==> src/rtl/rsi_pkg.sv <==
// shared types and constants of the relative strength index block
// no dependencies
package rsi_pkg;

   localparam int MAX_WINDOW_DEF    = 64;
   localparam int SAMPLE_BITS_DEF   = 32;
   localparam int DIGIT_BITS        = 8;
   localparam int SAMPLE_FIELD_BITS = 32;
   localparam int TAG_BITS          = 32;
   localparam int WINDOW_BITS       = 7;
   localparam int RSI_BITS          = 15;
   localparam int CSR_ADDR_BITS     = 3;
   localparam int CSR_DATA_BITS     = 32;

   localparam logic [WINDOW_BITS-1:0] WINDOW_RESET = 7'd14;
   localparam logic [RSI_BITS-1:0]    RSI_SCALE      = 15'd25600;
   localparam logic [RSI_BITS-1:0]    RSI_FLAT_VALUE = 15'd12800;

   localparam logic [CSR_ADDR_BITS-3:0] REG_WINDOW_LENGTH = 1'b0;

   typedef struct packed {
      logic [SAMPLE_FIELD_BITS-1:0] sample_value;
      logic [TAG_BITS-1:0]          sample_tag;
      logic                         series_start;
   } req_word_type;

   typedef struct packed {
      logic [RSI_BITS-1:0] rsi_value;
      logic [TAG_BITS-1:0] result_tag;
      logic                flat_window;
   } rsp_word_type;

   typedef struct packed {
      logic start;
      logic clear;
   } acc_ctrl_type;

   typedef struct packed {
      logic done;
      logic zero;
   } acc_stat_type;

endpackage

==> src/rtl/rsi_ram.sv <==
// generic single-write, single-read ram with registered read data
// no dependencies
module rsi_ram #(
   parameter int DATA_BITS = 33,
   parameter int DEPTH     = 64,
   localparam int ADDR_BITS = $clog2(DEPTH)
) (
   input  logic                 clock,
   input  logic                 wr_en,
   input  logic [ADDR_BITS-1:0] wr_addr,
   input  logic [DATA_BITS-1:0] wr_data,
   input  logic                 rd_en,
   input  logic [ADDR_BITS-1:0] rd_addr,
   output logic [DATA_BITS-1:0] rd_data
);

   logic [DATA_BITS-1:0] mem_ff [DEPTH];
   logic [DATA_BITS-1:0] rd_data_ff;

   always_ff @(posedge clock) begin
      if (wr_en) begin
         mem_ff[wr_addr] <= wr_data;
      end
      if (rd_en) begin
         rd_data_ff <= mem_ff[rd_addr];
      end
   end

   assign rd_data = rd_data_ff;

endmodule

==> src/rtl/rsi_accum.sv <==
// digit-serial update of the gain and loss sums and of their total
// depends on rsi_pkg
module rsi_accum
   import rsi_pkg::*;
#(
   parameter int MAX_WINDOW  = MAX_WINDOW_DEF,
   parameter int SAMPLE_BITS = SAMPLE_BITS_DEF,
   localparam int SUM_BITS   = SAMPLE_BITS + $clog2(MAX_WINDOW)
) (
   input  logic                   clock,
   input  logic                   reset,
   input  acc_ctrl_type           acc_ctrl,
   input  logic                   new_fall,
   input  logic [SAMPLE_BITS-1:0] new_mag,
   input  logic                   old_fall,
   input  logic [SAMPLE_BITS-1:0] old_mag,
   input  logic                   remove_old,
   output acc_stat_type           acc_stat,
   output logic [SUM_BITS-1:0]    gain_sum,
   output logic [SUM_BITS-1:0]    total_sum
);

   localparam int NDIG      = (SUM_BITS + DIGIT_BITS - 1) / DIGIT_BITS;
   localparam int PAD_BITS  = NDIG * DIGIT_BITS;
   localparam int CNT_BITS  = $clog2(NDIG);

   logic [PAD_BITS-1:0]     gain_ff, loss_ff, tot_ff;
   logic [PAD_BITS-1:0]     gadd_ff, gsub_ff, ladd_ff, lsub_ff;
   logic [PAD_BITS-1:0]     new_ext, old_ext;
   logic signed [1:0]       gc_ff, lc_ff;
   logic                    tc_ff, zero_ff, busy_ff, done_ff;
   logic [CNT_BITS-1:0]     cnt_ff;
   logic signed [DIGIT_BITS+1:0] gdig, ldig;
   logic [DIGIT_BITS:0]     tdig;

   assign new_ext = PAD_BITS'(new_mag);
   assign old_ext = PAD_BITS'(old_mag);

   always_comb begin
      gdig = $signed({2'b00, gain_ff[DIGIT_BITS-1:0]})
           + $signed({2'b00, gadd_ff[DIGIT_BITS-1:0]})
           - $signed({2'b00, gsub_ff[DIGIT_BITS-1:0]})
           + $signed({{DIGIT_BITS{gc_ff[1]}}, gc_ff});
      ldig = $signed({2'b00, loss_ff[DIGIT_BITS-1:0]})
           + $signed({2'b00, ladd_ff[DIGIT_BITS-1:0]})
           - $signed({2'b00, lsub_ff[DIGIT_BITS-1:0]})
           + $signed({{DIGIT_BITS{lc_ff[1]}}, lc_ff});
      tdig = {1'b0, gdig[DIGIT_BITS-1:0]} + {1'b0, ldig[DIGIT_BITS-1:0]}
           + {{DIGIT_BITS{1'b0}}, tc_ff};
   end

   always_ff @(posedge clock) begin
      if (reset) begin
         gain_ff <= '0;
         loss_ff <= '0;
         busy_ff <= 1'b0;
         done_ff <= 1'b0;
         cnt_ff  <= '0;
      end else begin
         done_ff <= 1'b0;
         if (acc_ctrl.clear) begin
            gain_ff <= '0;
            loss_ff <= '0;
         end else if (acc_ctrl.start) begin
            busy_ff <= 1'b1;
            cnt_ff  <= '0;
         end else if (busy_ff) begin
            gain_ff <= {gdig[DIGIT_BITS-1:0], gain_ff[PAD_BITS-1:DIGIT_BITS]};
            loss_ff <= {ldig[DIGIT_BITS-1:0], loss_ff[PAD_BITS-1:DIGIT_BITS]};
            if (cnt_ff == CNT_BITS'(NDIG - 1)) begin
               busy_ff <= 1'b0;
               done_ff <= 1'b1;
            end else begin
               cnt_ff <= cnt_ff + 1'b1;
            end
         end
      end
   end

   // operand digits and carries
   always_ff @(posedge clock) begin
      if (acc_ctrl.start) begin
         gadd_ff <= new_fall ? '0 : new_ext;
         ladd_ff <= new_fall ? new_ext : '0;
         gsub_ff <= (remove_old && !old_fall) ? old_ext : '0;
         lsub_ff <= (remove_old && old_fall) ? old_ext : '0;
         gc_ff   <= '0;
         lc_ff   <= '0;
         tc_ff   <= 1'b0;
         zero_ff <= 1'b1;
      end else if (busy_ff) begin
         gadd_ff <= gadd_ff >> DIGIT_BITS;
         ladd_ff <= ladd_ff >> DIGIT_BITS;
         gsub_ff <= gsub_ff >> DIGIT_BITS;
         lsub_ff <= lsub_ff >> DIGIT_BITS;
         gc_ff   <= gdig[DIGIT_BITS+1:DIGIT_BITS];
         lc_ff   <= ldig[DIGIT_BITS+1:DIGIT_BITS];
         tc_ff   <= tdig[DIGIT_BITS];
         tot_ff  <= {tdig[DIGIT_BITS-1:0], tot_ff[PAD_BITS-1:DIGIT_BITS]};
         zero_ff <= zero_ff & (tdig[DIGIT_BITS-1:0] == '0);
      end
   end

   assign gain_sum      = gain_ff[SUM_BITS-1:0];
   assign total_sum     = tot_ff[SUM_BITS-1:0];
   assign acc_stat.done = done_ff;
   assign acc_stat.zero = zero_ff;

endmodule

==> src/rtl/rsi_div.sv <==
// restoring divider giving floor(25600 * gain / total), one quotient bit per step
// depends on rsi_pkg
module rsi_div
   import rsi_pkg::*;
#(
   parameter int MAX_WINDOW  = MAX_WINDOW_DEF,
   parameter int SAMPLE_BITS = SAMPLE_BITS_DEF,
   localparam int SUM_BITS   = SAMPLE_BITS + $clog2(MAX_WINDOW)
) (
   input  logic                clock,
   input  logic                reset,
   input  logic                start,
   input  logic [SUM_BITS-1:0] gain_sum,
   input  logic [SUM_BITS-1:0] total_sum,
   output logic                done,
   output logic [RSI_BITS-1:0] quotient
);

   localparam int REM_BITS = SUM_BITS + 1;
   localparam int IDX_BITS = $clog2(RSI_BITS);

   logic [REM_BITS-1:0] rem_ff;
   logic [SUM_BITS-1:0] gain_ff, total_ff;
   logic [REM_BITS:0]   gmt_ff;
   logic [RSI_BITS-1:0] q_ff;
   logic [IDX_BITS-1:0] idx_ff;
   logic                busy_ff, add_phase_ff, done_ff;

   logic [REM_BITS-1:0] rem_dbl, rem_add;
   logic [REM_BITS:0]   try_dbl, try_add;
   logic                ok_dbl, ok_add, last_step;

   always_comb begin
      rem_dbl   = {rem_ff[REM_BITS-2:0], 1'b0};
      try_dbl   = {1'b0, rem_dbl} - {2'b00, total_ff};
      ok_dbl    = !try_dbl[REM_BITS];
      rem_add   = rem_ff + {1'b0, gain_ff};
      try_add   = {1'b0, rem_ff} + gmt_ff;
      ok_add    = !try_add[REM_BITS];
      last_step = (idx_ff == '0);
   end

   always_ff @(posedge clock) begin
      if (reset) begin
         busy_ff      <= 1'b0;
         add_phase_ff <= 1'b0;
         done_ff      <= 1'b0;
      end else begin
         done_ff <= 1'b0;
         if (start) begin
            busy_ff      <= 1'b1;
            add_phase_ff <= 1'b0;
         end else if (busy_ff) begin
            if (!add_phase_ff && RSI_SCALE[idx_ff]) begin
               add_phase_ff <= 1'b1;
            end else begin
               add_phase_ff <= 1'b0;
               if (last_step) begin
                  busy_ff <= 1'b0;
                  done_ff <= 1'b1;
               end
            end
         end
      end
   end

   always_ff @(posedge clock) begin
      if (start) begin
         gain_ff  <= gain_sum;
         total_ff <= total_sum;
         gmt_ff   <= {2'b00, gain_sum} - {2'b00, total_sum};
         rem_ff   <= '0;
         q_ff     <= '0;
         idx_ff   <= IDX_BITS'(RSI_BITS - 1);
      end else if (busy_ff) begin
         if (!add_phase_ff) begin
            rem_ff <= ok_dbl ? try_dbl[REM_BITS-1:0] : rem_dbl;
            q_ff   <= {q_ff[RSI_BITS-2:0], ok_dbl};
            if (!RSI_SCALE[idx_ff] && !last_step) begin
               idx_ff <= idx_ff - 1'b1;
            end
         end else begin
            rem_ff <= ok_add ? try_add[REM_BITS-1:0] : rem_add;
            q_ff   <= q_ff + RSI_BITS'(ok_add);
            if (!last_step) begin
               idx_ff <= idx_ff - 1'b1;
            end
         end
      end
   end

   assign done     = done_ff;
   assign quotient = q_ff;

endmodule

==> src/rtl/relative_strength_index.sv <==
// Relative strength index over a sliding window of sample differences.
// Each accepted word carries one sample; from sample p+1 of a series on,
// with p the window_length held to 1..MAX_WINDOW, every sample yields one
// result word with rsi_value = floor(25600*G/(G+L)) in Q7.8 percent, or
// 50 percent with flat_window set when both sums are zero. An item that
// gives a value passes through the digit-serial sum update, eight bits a
// cycle, and the eighteen steps of the restoring divider; a warm-up item
// takes only the sum update, a flat result skips the divider, and the
// first sample of a series is only stored. A new sample is taken once the
// last is through. Writing window_length restarts the series. Depends on
// rsi_pkg, rsi_ram, rsi_accum and rsi_div.
module relative_strength_index
   import rsi_pkg::*;
#(
   parameter int MAX_WINDOW  = MAX_WINDOW_DEF,
   parameter int SAMPLE_BITS = SAMPLE_BITS_DEF
) (
   input  logic                     clock,
   input  logic                     reset,
   input  logic                     req_valid,
   output logic                     req_ready,
   input  req_word_type             req_data,
   output logic                     rsp_valid,
   input  logic                     rsp_ready,
   output rsp_word_type             rsp_data,
   input  logic                     csr_psel,
   input  logic                     csr_penable,
   input  logic                     csr_pwrite,
   input  logic [CSR_ADDR_BITS-1:0] csr_paddr,
   input  logic [CSR_DATA_BITS-1:0] csr_pwdata,
   output logic [CSR_DATA_BITS-1:0] csr_prdata,
   output logic                     csr_pready
);

   localparam int SUM_BITS   = SAMPLE_BITS + $clog2(MAX_WINDOW);
   localparam int PTR_BITS   = $clog2(MAX_WINDOW);
   localparam int SEEN_BITS  = $clog2(MAX_WINDOW + 2);
   localparam int EXT_BITS   = (SAMPLE_BITS > SAMPLE_FIELD_BITS) ? SAMPLE_BITS
                                                                  : SAMPLE_FIELD_BITS;
   localparam int ENTRY_BITS = SAMPLE_BITS + 1;

   typedef enum logic [4:0] {
      ST_IDLE = 5'b00001,
      ST_READ = 5'b00010,
      ST_ACC  = 5'b00100,
      ST_DIV  = 5'b01000,
      ST_OUT  = 5'b10000
   } state_type;

   state_type              state_ff, state_in;
   logic [WINDOW_BITS-1:0] window_ff;
   logic [SEEN_BITS-1:0]   seen_ff, seen_eff, p_eff;
   logic [PTR_BITS-1:0]    ptr_ff, ptr_eff, ptr_use, ptr_next, addr_ff;
   logic [SEEN_BITS-1:0]   ptr_inc;
   logic [SAMPLE_BITS-1:0] prev_ff, sample, dmag_ff, diff_mag;
   logic [EXT_BITS-1:0]    sample_ext;
   logic [SAMPLE_BITS:0]   up_diff, down_diff;
   logic                   dfall_ff, remove_ff, produce_ff;
   logic [TAG_BITS-1:0]    tag_ff;
   logic [RSI_BITS-1:0]    res_value_ff, quotient;
   logic                   res_flat_ff;
   rsp_word_type           rsp_word_ff;
   logic                   rsp_valid_ff;
   logic                   accept, cfg_wr, out_free, load_out, div_start, div_done;
   logic [ENTRY_BITS-1:0]  old_entry;
   logic [SUM_BITS-1:0]    gain_sum, total_sum;
   acc_ctrl_type           acc_ctrl;
   acc_stat_type           acc_stat;

   // configuration port
   assign cfg_wr     = csr_psel & csr_penable & csr_pwrite
                     & (csr_paddr[CSR_ADDR_BITS-1:2] == REG_WINDOW_LENGTH);
   assign csr_prdata = CSR_DATA_BITS'(window_ff);
   assign csr_pready = 1'b1;

   always_comb begin
      if (window_ff == '0) begin
         p_eff = SEEN_BITS'(1);
      end else if (32'(window_ff) > 32'(MAX_WINDOW)) begin
         p_eff = SEEN_BITS'(MAX_WINDOW);
      end else begin
         p_eff = SEEN_BITS'(window_ff);
      end
   end

   assign accept     = req_valid & req_ready;
   assign req_ready  = (state_ff == ST_IDLE);
   assign sample_ext = EXT_BITS'(req_data.sample_value);
   assign sample     = sample_ext[SAMPLE_BITS-1:0];

   always_comb begin
      up_diff   = {1'b0, sample} - {1'b0, prev_ff};
      down_diff = {1'b0, prev_ff} - {1'b0, sample};
      diff_mag  = up_diff[SAMPLE_BITS] ? down_diff[SAMPLE_BITS-1:0]
                                       : up_diff[SAMPLE_BITS-1:0];
      seen_eff  = req_data.series_start ? '0 : seen_ff;
      ptr_eff   = req_data.series_start ? '0 : ptr_ff;
      ptr_use   = (SEEN_BITS'(ptr_eff) >= p_eff) ? '0 : ptr_eff;
      ptr_inc   = SEEN_BITS'(ptr_use) + SEEN_BITS'(1);
      ptr_next  = (ptr_inc >= p_eff) ? '0 : ptr_inc[PTR_BITS-1:0];
   end

   assign out_free  = !rsp_valid_ff | rsp_ready;
   assign load_out  = (state_ff == ST_OUT) & out_free;
   assign div_start = (state_ff == ST_ACC) & acc_stat.done & produce_ff & !acc_stat.zero;

   assign acc_ctrl.start = (state_ff == ST_READ);
   assign acc_ctrl.clear = cfg_wr | (accept & req_data.series_start);

   always_comb begin
      state_in = state_ff;
      unique case (state_ff)
         ST_IDLE: begin
            if (accept && seen_eff != '0) begin
               state_in = ST_READ;
            end
         end
         ST_READ: begin
            state_in = ST_ACC;
         end
         ST_ACC: begin
            if (acc_stat.done) begin
               if (!produce_ff) begin
                  state_in = ST_IDLE;
               end else if (acc_stat.zero) begin
                  state_in = ST_OUT;
               end else begin
                  state_in = ST_DIV;
               end
            end
         end
         ST_DIV: begin
            if (div_done) begin
               state_in = ST_OUT;
            end
         end
         ST_OUT: begin
            if (out_free) begin
               state_in = ST_IDLE;
            end
         end
         default: begin
            state_in = ST_IDLE;
         end
      endcase
   end

   always_ff @(posedge clock) begin
      if (reset) begin
         state_ff     <= ST_IDLE;
         window_ff    <= WINDOW_RESET;
         seen_ff      <= '0;
         ptr_ff       <= '0;
         prev_ff      <= '0;
         remove_ff    <= 1'b0;
         produce_ff   <= 1'b0;
         rsp_valid_ff <= 1'b0;
      end else begin
         state_ff <= state_in;
         if (cfg_wr) begin
            window_ff <= csr_pwdata[WINDOW_BITS-1:0];
            seen_ff   <= '0;
            ptr_ff    <= '0;
            prev_ff   <= '0;
         end else if (accept) begin
            prev_ff <= sample;
            if (seen_eff == '0) begin
               seen_ff <= SEEN_BITS'(1);
               ptr_ff  <= '0;
            end else begin
               ptr_ff     <= ptr_next;
               remove_ff  <= (seen_eff > p_eff);
               produce_ff <= (seen_eff >= p_eff);
               if (seen_eff <= p_eff) begin
                  seen_ff <= seen_eff + SEEN_BITS'(1);
               end else begin
                  seen_ff <= seen_eff;
               end
            end
         end
         if (load_out) begin
            rsp_valid_ff <= 1'b1;
         end else if (rsp_ready) begin
            rsp_valid_ff <= 1'b0;
         end
      end
   end

   // payload registers
   always_ff @(posedge clock) begin
      if (accept) begin
         tag_ff   <= req_data.sample_tag;
         addr_ff  <= ptr_use;
         dfall_ff <= up_diff[SAMPLE_BITS];
         dmag_ff  <= diff_mag;
      end
      if (state_ff == ST_ACC && acc_stat.done && acc_stat.zero) begin
         res_value_ff <= RSI_FLAT_VALUE;
         res_flat_ff  <= 1'b1;
      end else if (state_ff == ST_DIV && div_done) begin
         res_value_ff <= quotient;
         res_flat_ff  <= 1'b0;
      end
      if (load_out) begin
         rsp_word_ff.rsi_value   <= res_value_ff;
         rsp_word_ff.result_tag  <= tag_ff;
         rsp_word_ff.flat_window <= res_flat_ff;
      end
   end

   assign rsp_valid = rsp_valid_ff;
   assign rsp_data  = rsp_word_ff;

   rsi_ram #(
      .DATA_BITS (ENTRY_BITS),
      .DEPTH     (MAX_WINDOW)
   ) u_ring (
      .clock   (clock),
      .wr_en   (state_ff == ST_READ),
      .wr_addr (addr_ff),
      .wr_data ({dfall_ff, dmag_ff}),
      .rd_en   (accept),
      .rd_addr (ptr_use),
      .rd_data (old_entry)
   );

   rsi_accum #(
      .MAX_WINDOW  (MAX_WINDOW),
      .SAMPLE_BITS (SAMPLE_BITS)
   ) u_accum (
      .clock      (clock),
      .reset      (reset),
      .acc_ctrl   (acc_ctrl),
      .new_fall   (dfall_ff),
      .new_mag    (dmag_ff),
      .old_fall   (old_entry[SAMPLE_BITS]),
      .old_mag    (old_entry[SAMPLE_BITS-1:0]),
      .remove_old (remove_ff),
      .acc_stat   (acc_stat),
      .gain_sum   (gain_sum),
      .total_sum  (total_sum)
   );

   rsi_div #(
      .MAX_WINDOW  (MAX_WINDOW),
      .SAMPLE_BITS (SAMPLE_BITS)
   ) u_div (
      .clock     (clock),
      .reset     (reset),
      .start     (div_start),
      .gain_sum  (gain_sum),
      .total_sum (total_sum),
      .done      (div_done),
      .quotient  (quotient)
   );

endmodule

==> config.mk <==
export PLATFORM = sky130hd
export DESIGN_NAME = relative_strength_index
export DESIGN_NICKNAME = d
export VERILOG_FILES = /design/src/rtl/rsi_pkg.sv /design/src/rtl/rsi_ram.sv /design/src/rtl/rsi_accum.sv /design/src/rtl/rsi_div.sv /design/src/rtl/relative_strength_index.sv
export SDC_FILE = /design/constraint.sdc
export NUM_CORES = 2
export LEC_CHECK = 0
export BUFFER_PORTS_ARGS = -buffer_cell sky130_fd_sc_hd__clkbuf_2
export CAP_MARGIN = 20
export CORE_MARGIN = 4
export CORE_UTILIZATION = 60
export CTS_CLUSTER_DIAMETER = 100
export CTS_CLUSTER_SIZE = 16
export DETAILED_ROUTE_END_ITERATION = 8
export PLACE_DENSITY = 0.77
export SLEW_MARGIN = 20
export SYNTH_ARGS = -nofsm -noshare
export SYNTH_HDL_FRONTEND = slang
export SYNTH_SLANG_ARGS = --single-unit
export TNS_END_PERCENT = 20
==> constraint.sdc <==
create_clock -name clock -period 8.5 [get_ports clock]
set_clock_uncertainty 0.05 [all_clocks]
set_input_delay 1.275 -clock clock [delete_from_list [all_inputs] [get_ports clock]]
set_output_delay 1.275 -clock clock [all_outputs]
set_load 0.02 [all_outputs]
Word-level counts from Yosys, hierarchy flattened
Memory sizes are Yosys's and may differ from the RTL's. A register that Yosys moved wholly into a read port is not among the register bits.
Index checks and enable logic that the tools add are counted.

storage, ports and cells
  output and inout bits = 83
  bits in writable memories = 2112
  memories kept = 2
  latch bits = 0
  input port bits = 107
  register bits after elaboration = 663
  logic and storage cells = 189
  memory bits (read-only) = 16

memories
  name              words  width  rd ports  clocked after Yosys merged registers in  wr ports  RTL line       text
  u_ring.mem_ff     64     33     1         1                                        1         rsi_ram.sv:17  logic [DATA_BITS-1:0] mem_ff [DEPTH];
  (name not given)  16     1      1         1                                        0         rsi_div.sv:54  if (!add_phase_ff && RSI_SCALE[idx_ff]) begin

operators by class
  bitwise gates (word level) = 19
  mux-type cells = 56
  equality and inequality tests = 12
  $add $sub $neg = 19
  multiply operators = 0
  shifts and indexed selects = 0
  order comparisons = 7
  div/mod/pow operators = 0
  reduce and logical (&&, ||, !) cells = 34

operator list
  operator          count
  $mux W40          8
  $mux W32          5
  $mux W39          3
  $add A39 B40 Y40  1
  $sub A39 B38 Y40  1
  $add A39 B38 Y39  1
  $sub A38 B38 Y39  1
  $mux W7           5
  $sub A32 B32 Y33  1
  $sub A32 B32 Y32  1
  $mux W5           6
  $add A8 B8 Y9     3
  $pmux W5 S5       1
  $mux W6           4
  $add A10 B2 Y10   2
  $mux W4           5
  $sub A10 B9 Y10   2
  $add A15 B1 Y15   1
  $mux W1           15
  $mux W15          1
  $ge A7 B7 Y1      2
  $logic_not A7 Y1  2
  $and A1 B1 Y1     10
  $add A9 B1 Y9     1
  31 further kinds  65

Longest topological paths before layout
  depth after elaboration = 9
  gate-level depth with buffers = 27
  mapped depth without buffers = 22

Hierarchy
A second synthesis with hierarchy kept.

second synthesis, totals
  cells, all modules = 7800
  area, all modules = 120329.2 um^2

modules (own cells, without submodules)
  module                   area an instance (um^2)  instances  sequential area each (um^2)  cells an instance
  rsi_ram                  81528.2                  1          64411.8                      3598
  rsi_div                  15484.9                  1          4694.5                       1813
  rsi_accum                12375.6                  1          6866.6                       1238
  relative_strength_index  10940.5                  1          5094.9                       1151

Worst setup path after synthesis
No wires, ideal clock.

  path kind = in2reg
  start point = in req_data[0] (netlist bit)
  end point = reg ptr_ff[3]
  stages on the path = 27
  buffers on the path = 6
  required time = 8.380 ns
  library setup time = 0.070 ns
  slack = 2.138 ns
  data arrival time = 6.242 ns
  path through = nor2b_1 -> clkbuf_1 -> clkinv_1 -> clkbuf_1 -> clkbuf_1 -> clkbuf_1 -> ha_1 -> nand2b_1 -> a21o_1 -> a21o_1 -> a21oi_1 -> nand2_1 -> inv_1 -> clkbuf_1 -> clkbuf_1 -> ha_1 -> ha_1 -> a21oi_1 -> nor2b_1 -> o21ai_0 -> nand2b_1 -> a21oi_1 -> nor2b_1 -> o21ai_0 -> nand3b_1 -> or3_1 -> a21oi_1

between the ends
  word-level cells in the longest chain between the ends = 7
  elaborated cells on any way between the ends = 9
  classes of those cells = 1 x add/sub; 2 x order compare; 5 x mux; 1 x reduce/logical

ends and longest elaborated chain
  what                  RTL line                        text
  start, declared       relative_strength_index.sv:22   input req_word_type req_data,
  $mux W6 (*)           relative_strength_index.sv:97   ptr_eff = req_data.series_start ? '0 : ptr_ff;
  $ge A6 B7 Y1          relative_strength_index.sv:98   ptr_use = (SEEN_BITS'(ptr_eff) >= p_eff) ? '0 : ptr_eff;
  $mux W6 (*)           relative_strength_index.sv:98
  via ptr_use[1]        relative_strength_index.sv:53   logic [PTR_BITS-1:0] ptr_ff, ptr_eff, ptr_use, ptr_next, addr_ff;
  $add A6 B1 Y7 (*)     relative_strength_index.sv:99   ptr_inc = SEEN_BITS'(ptr_use) + SEEN_BITS'(1);
  $ge A7 B7 Y1          relative_strength_index.sv:100  ptr_next = (ptr_inc >= p_eff) ? '0 : ptr_inc[PTR_BITS-1:0];
  $mux W6 (*)           relative_strength_index.sv:100
  $mux W6 (*)           relative_strength_index.sv:167  if (seen_eff == '0) begin
  end signal, assigned  relative_strength_index.sv:171  ptr_ff <= ptr_next;
  end, declared         relative_strength_index.sv:53

Mark *: on every way through the listed nets, which the timed path passes. The rest lies on a longest branch.
A chain may end at the register's enable or synchronous reset.

Final worst setup path
  start point = in req_data[0] (netlist bit)
  end point = reg u_ring.rd_data_ff[6], in the netlist u_ring.rd_data[6], read port of u_ring.mem_ff, data pin

between the ends
  word-level cells in the longest chain between the ends = 3

ends and longest elaborated chain
  what           RTL line                       text
  $mux W6 (*)    relative_strength_index.sv:97
  $ge A6 B7 Y1   relative_strength_index.sv:98
  $mux W6 (*)    relative_strength_index.sv:98
  end, declared  rsi_ram.sv:18                  logic [DATA_BITS-1:0] rd_data_ff;

Every way passes the cells marked *; elsewhere a longest branch is shown, timed or not.

==> impl_metrics.toml <==
[route]
wl_per_cell_um = 26.5
drc_errors = 0
routed_wl_um = 339000
vias_per_cell = 6.48
drtPass1Iterations = 6
vias = 83000
dr.first_iter.drc_count = 11600
antenna_left = 0

[sta]
maxSlewViolCount = 0
hold_viol_final = 0
fin_crit_ps = 7100
finalSetupViolCount = 0
period_share = 0.836
tns_ps = 0
fin_ws_ps = 1400
worst_pin_slew_ps = 1110
relSlewSlack = 0.250
fmax_mhz = 141
rsz0062_at_grt = "false"

[final_layout]
seq_area_um2 = 81100
final_cells = 12800
multiInputGateArea_um2 = 36800
syn_to_final_growth_pct = 7.93
nets = 10500
fill_cells = 14300
final_core_util = 0.651
drive_gt1_frac = 0.0679

[worst_setup_path]
slowest_stage = "nor4_2"
cp.required_ps = 9160
path_max_fanout = 58
cp-start-kind = "input port"
cp_slowest_stage_delay_ps = 750
crit_type = "input port to flip-flop"
crit_top_cell = "buf_4"
cp-end-kind = "flip-flop"
cp.arrival_ps = 7760
cp_cell_sequence = "clkbuf_2 > nor2b_4 > inv_8 > ha_1 > nand2b_1 > a21o_1 > a21o_1 > a21oi_1 > nand2_1 > buf_4 > inv_4 > nand2_4 > buf_4 > o211ai_1 > a21oi_1 > nor4_2 > buf_4 > a31oi_1 > nand3_1"

[die]
die_w_um = 456
die_area_um2 = 208000
core_area_um2 = 200000
dieHeight_um = 456
start_util = 0.603
io_pins = 190
rows = 164

[synthesis]
yosys.cell_types.count = 91
yosysMostFrequentCell = "edfxtp_1"
synth_top_area_cell = "edfxtp_1"
ys_top_cells_by_area = "edfxtp_1, nand2_1, dfxtp_1"
async_flop_share = 0
yosysSeqAreaShare = 0.672
ys_seq_elements = 2776
ys_warn_count = 0
synth_edf_count = 2547
postSynthAreaPerCell_um2 = 12.0
synthCells = 10100
synthTopCellsByCount = "edfxtp_1, nand2_1, a21oi_1, clkbuf_1, nor2_1"
netlist_area_um2 = 121000
ys.flop_type = "edfxtp_1"
synth_top_area_share = 0.634

[placed_design]
dpl.cell_count = 12500
globalplace.congestion = 0.922
pre_cts_ws_ps = 639
dp_hpwl_um = 194000
io_buffers = 136

[grt]
first_global_vias = 80500
track_usage = 0.317
grt_pass1_wl_um = 498000
globalRouteOverflowTotal = 0
grt_max_degree = 163
antenna_found_initial = 13

[pwr]
power.density_nw_per_um2 = 240
leakage_nw = 46.3
vdd_drop_max_mv = 0.255

[clock_network]
ctsHoldBuffers = 0
cts.sinks = 2776
cts_setup_buffers = 0
cts_resized = 0
cts_max_level = 4
clock_latency_ps = 890
cts_tree = "done"
clk_pin_slew_ps = 70
cts_buffers = 191
cts_root_buf = "clkbuf_16"
max-clock-path-buffers = 3

[status]
outcome = "finished, final reports clean"

[worst_hold_path]
hold_class = "flip-flop to flip-flop"

[job]
drv_cap = 0
cells in the final DEF, fill, tap and decap left out, types with 49 or more instances in the layout:
cell,instances
a211oi_1,60
a21boi_0,67
a21o_1,97
a21oi_1,721
a22o_1,49
a31oi_1,63
and3_1,207
buf_4,198
clkbuf_1,74
clkbuf_16,193
clkbuf_2,136
dfxtp_1,228
edfxtp_1,2547
ha_1,288
inv_1,256
mux2i_1,91
nand2_1,2049
nand2b_1,53
nand3_1,472
nand4_1,67
nor2_1,406
nor2_4,66
nor3_1,190
o21ai_0,433
o221ai_1,84
o22ai_1,232
xnor2_1,133
xor2_1,74
flip-flops by register name, summed over array words and instances, names as in the netlist, 39 cells and up, named ones only:
signal           flops
u_accum.gain_ff     40
u_accum.loss_ff     40
u_div.gmt_ff        39
rsp_data            48
u_div.rem_ff        39
u_accum.tot_ff      40
u_ring.mem_ff     2112
power breakdown:
group	internal, W	leakage [nW]	total, W	switching, W
Combinational	0.00129	18.9	0.00541	0.00412
Sequential	0.0169	24.8	0.0172	0.000227
Clock	0.00418	2.57	0.00866	0.00448
cells by family (layout without fill, tap and decap cells):
kind of cell             after synthesis  count (layout)  synth area share
other                                  2              34         0.0000623
XOR/XNOR                             208             208            0.0153
AND/OR/NAND/NOR                     3722            3722             0.135
adder cells (fa/ha/maj)              314             314            0.0342
AO/OA/AOI/OAI                       2093            2093             0.107
flip-flops                          2776            2776             0.672
multiplexers                         102             102           0.00877
buffers and inverters                855             897            0.0277
critical path, delay by kind of cell:
family,cells,cell delay (ps)
simple gates,6,2370
buf+inv,6,2130
fa+ha+maj,1,350
compound gates,6,1510
layout make-up:
type                       count  share of cell area
antenna                        8            0.000154
clock buffer                 267              0.0393
clock inverter                14             0.00192
inverter                     267             0.00805
multi-input combinational   6465               0.283
sequential                  2776               0.623
tap                         2656              0.0255
timing repair buffer         349              0.0189
path summary, 6_finish.rpt:
| kind | endpoint | start | cells after the start | slack [ps] |
|---|---|---|---|---|
| hold reg to reg | rsp_data[15] | tag_ff[14] | 0 | 370 |
| setup / recovery | u_ring.rd_data[6] | req_data[0] | 19 | 1400 |
| setup reg to reg | u_ring.rd_data[6] | ptr_ff[0] | 18 | 1680 |
| hold / removal | rsp_data[15] | tag_ff[14] | 0 | 370 |
metrics by stage:
step | hold slack (ps) | area [µm²] | power, W
6_report | 371 | 130000 | 0.0312
5_1_grt | 379 | 130000 | 0.0322
4_1_cts | 371 | 130000 | 0.0312
3_5_place_dp | 355 | 125000 | 0.0227
3_3_place_gp | 350 | 125000 | 0.0225
2_1_floorplan | 350 | 121000 | 0.0206
per-layer routing:
metal	routed length [µm]	vias up	share of wire	track usage
li1	-	36700	-	-
met1	121000	40100	0.36	0.403
met2	159000	5191	0.47	0.512
met3	37000	995	0.11	0.0568
met4	23100	10	0.068	0.191
met5	77	-	0.00023	0
No activity file was read; power rests on OpenSTA's default activity.
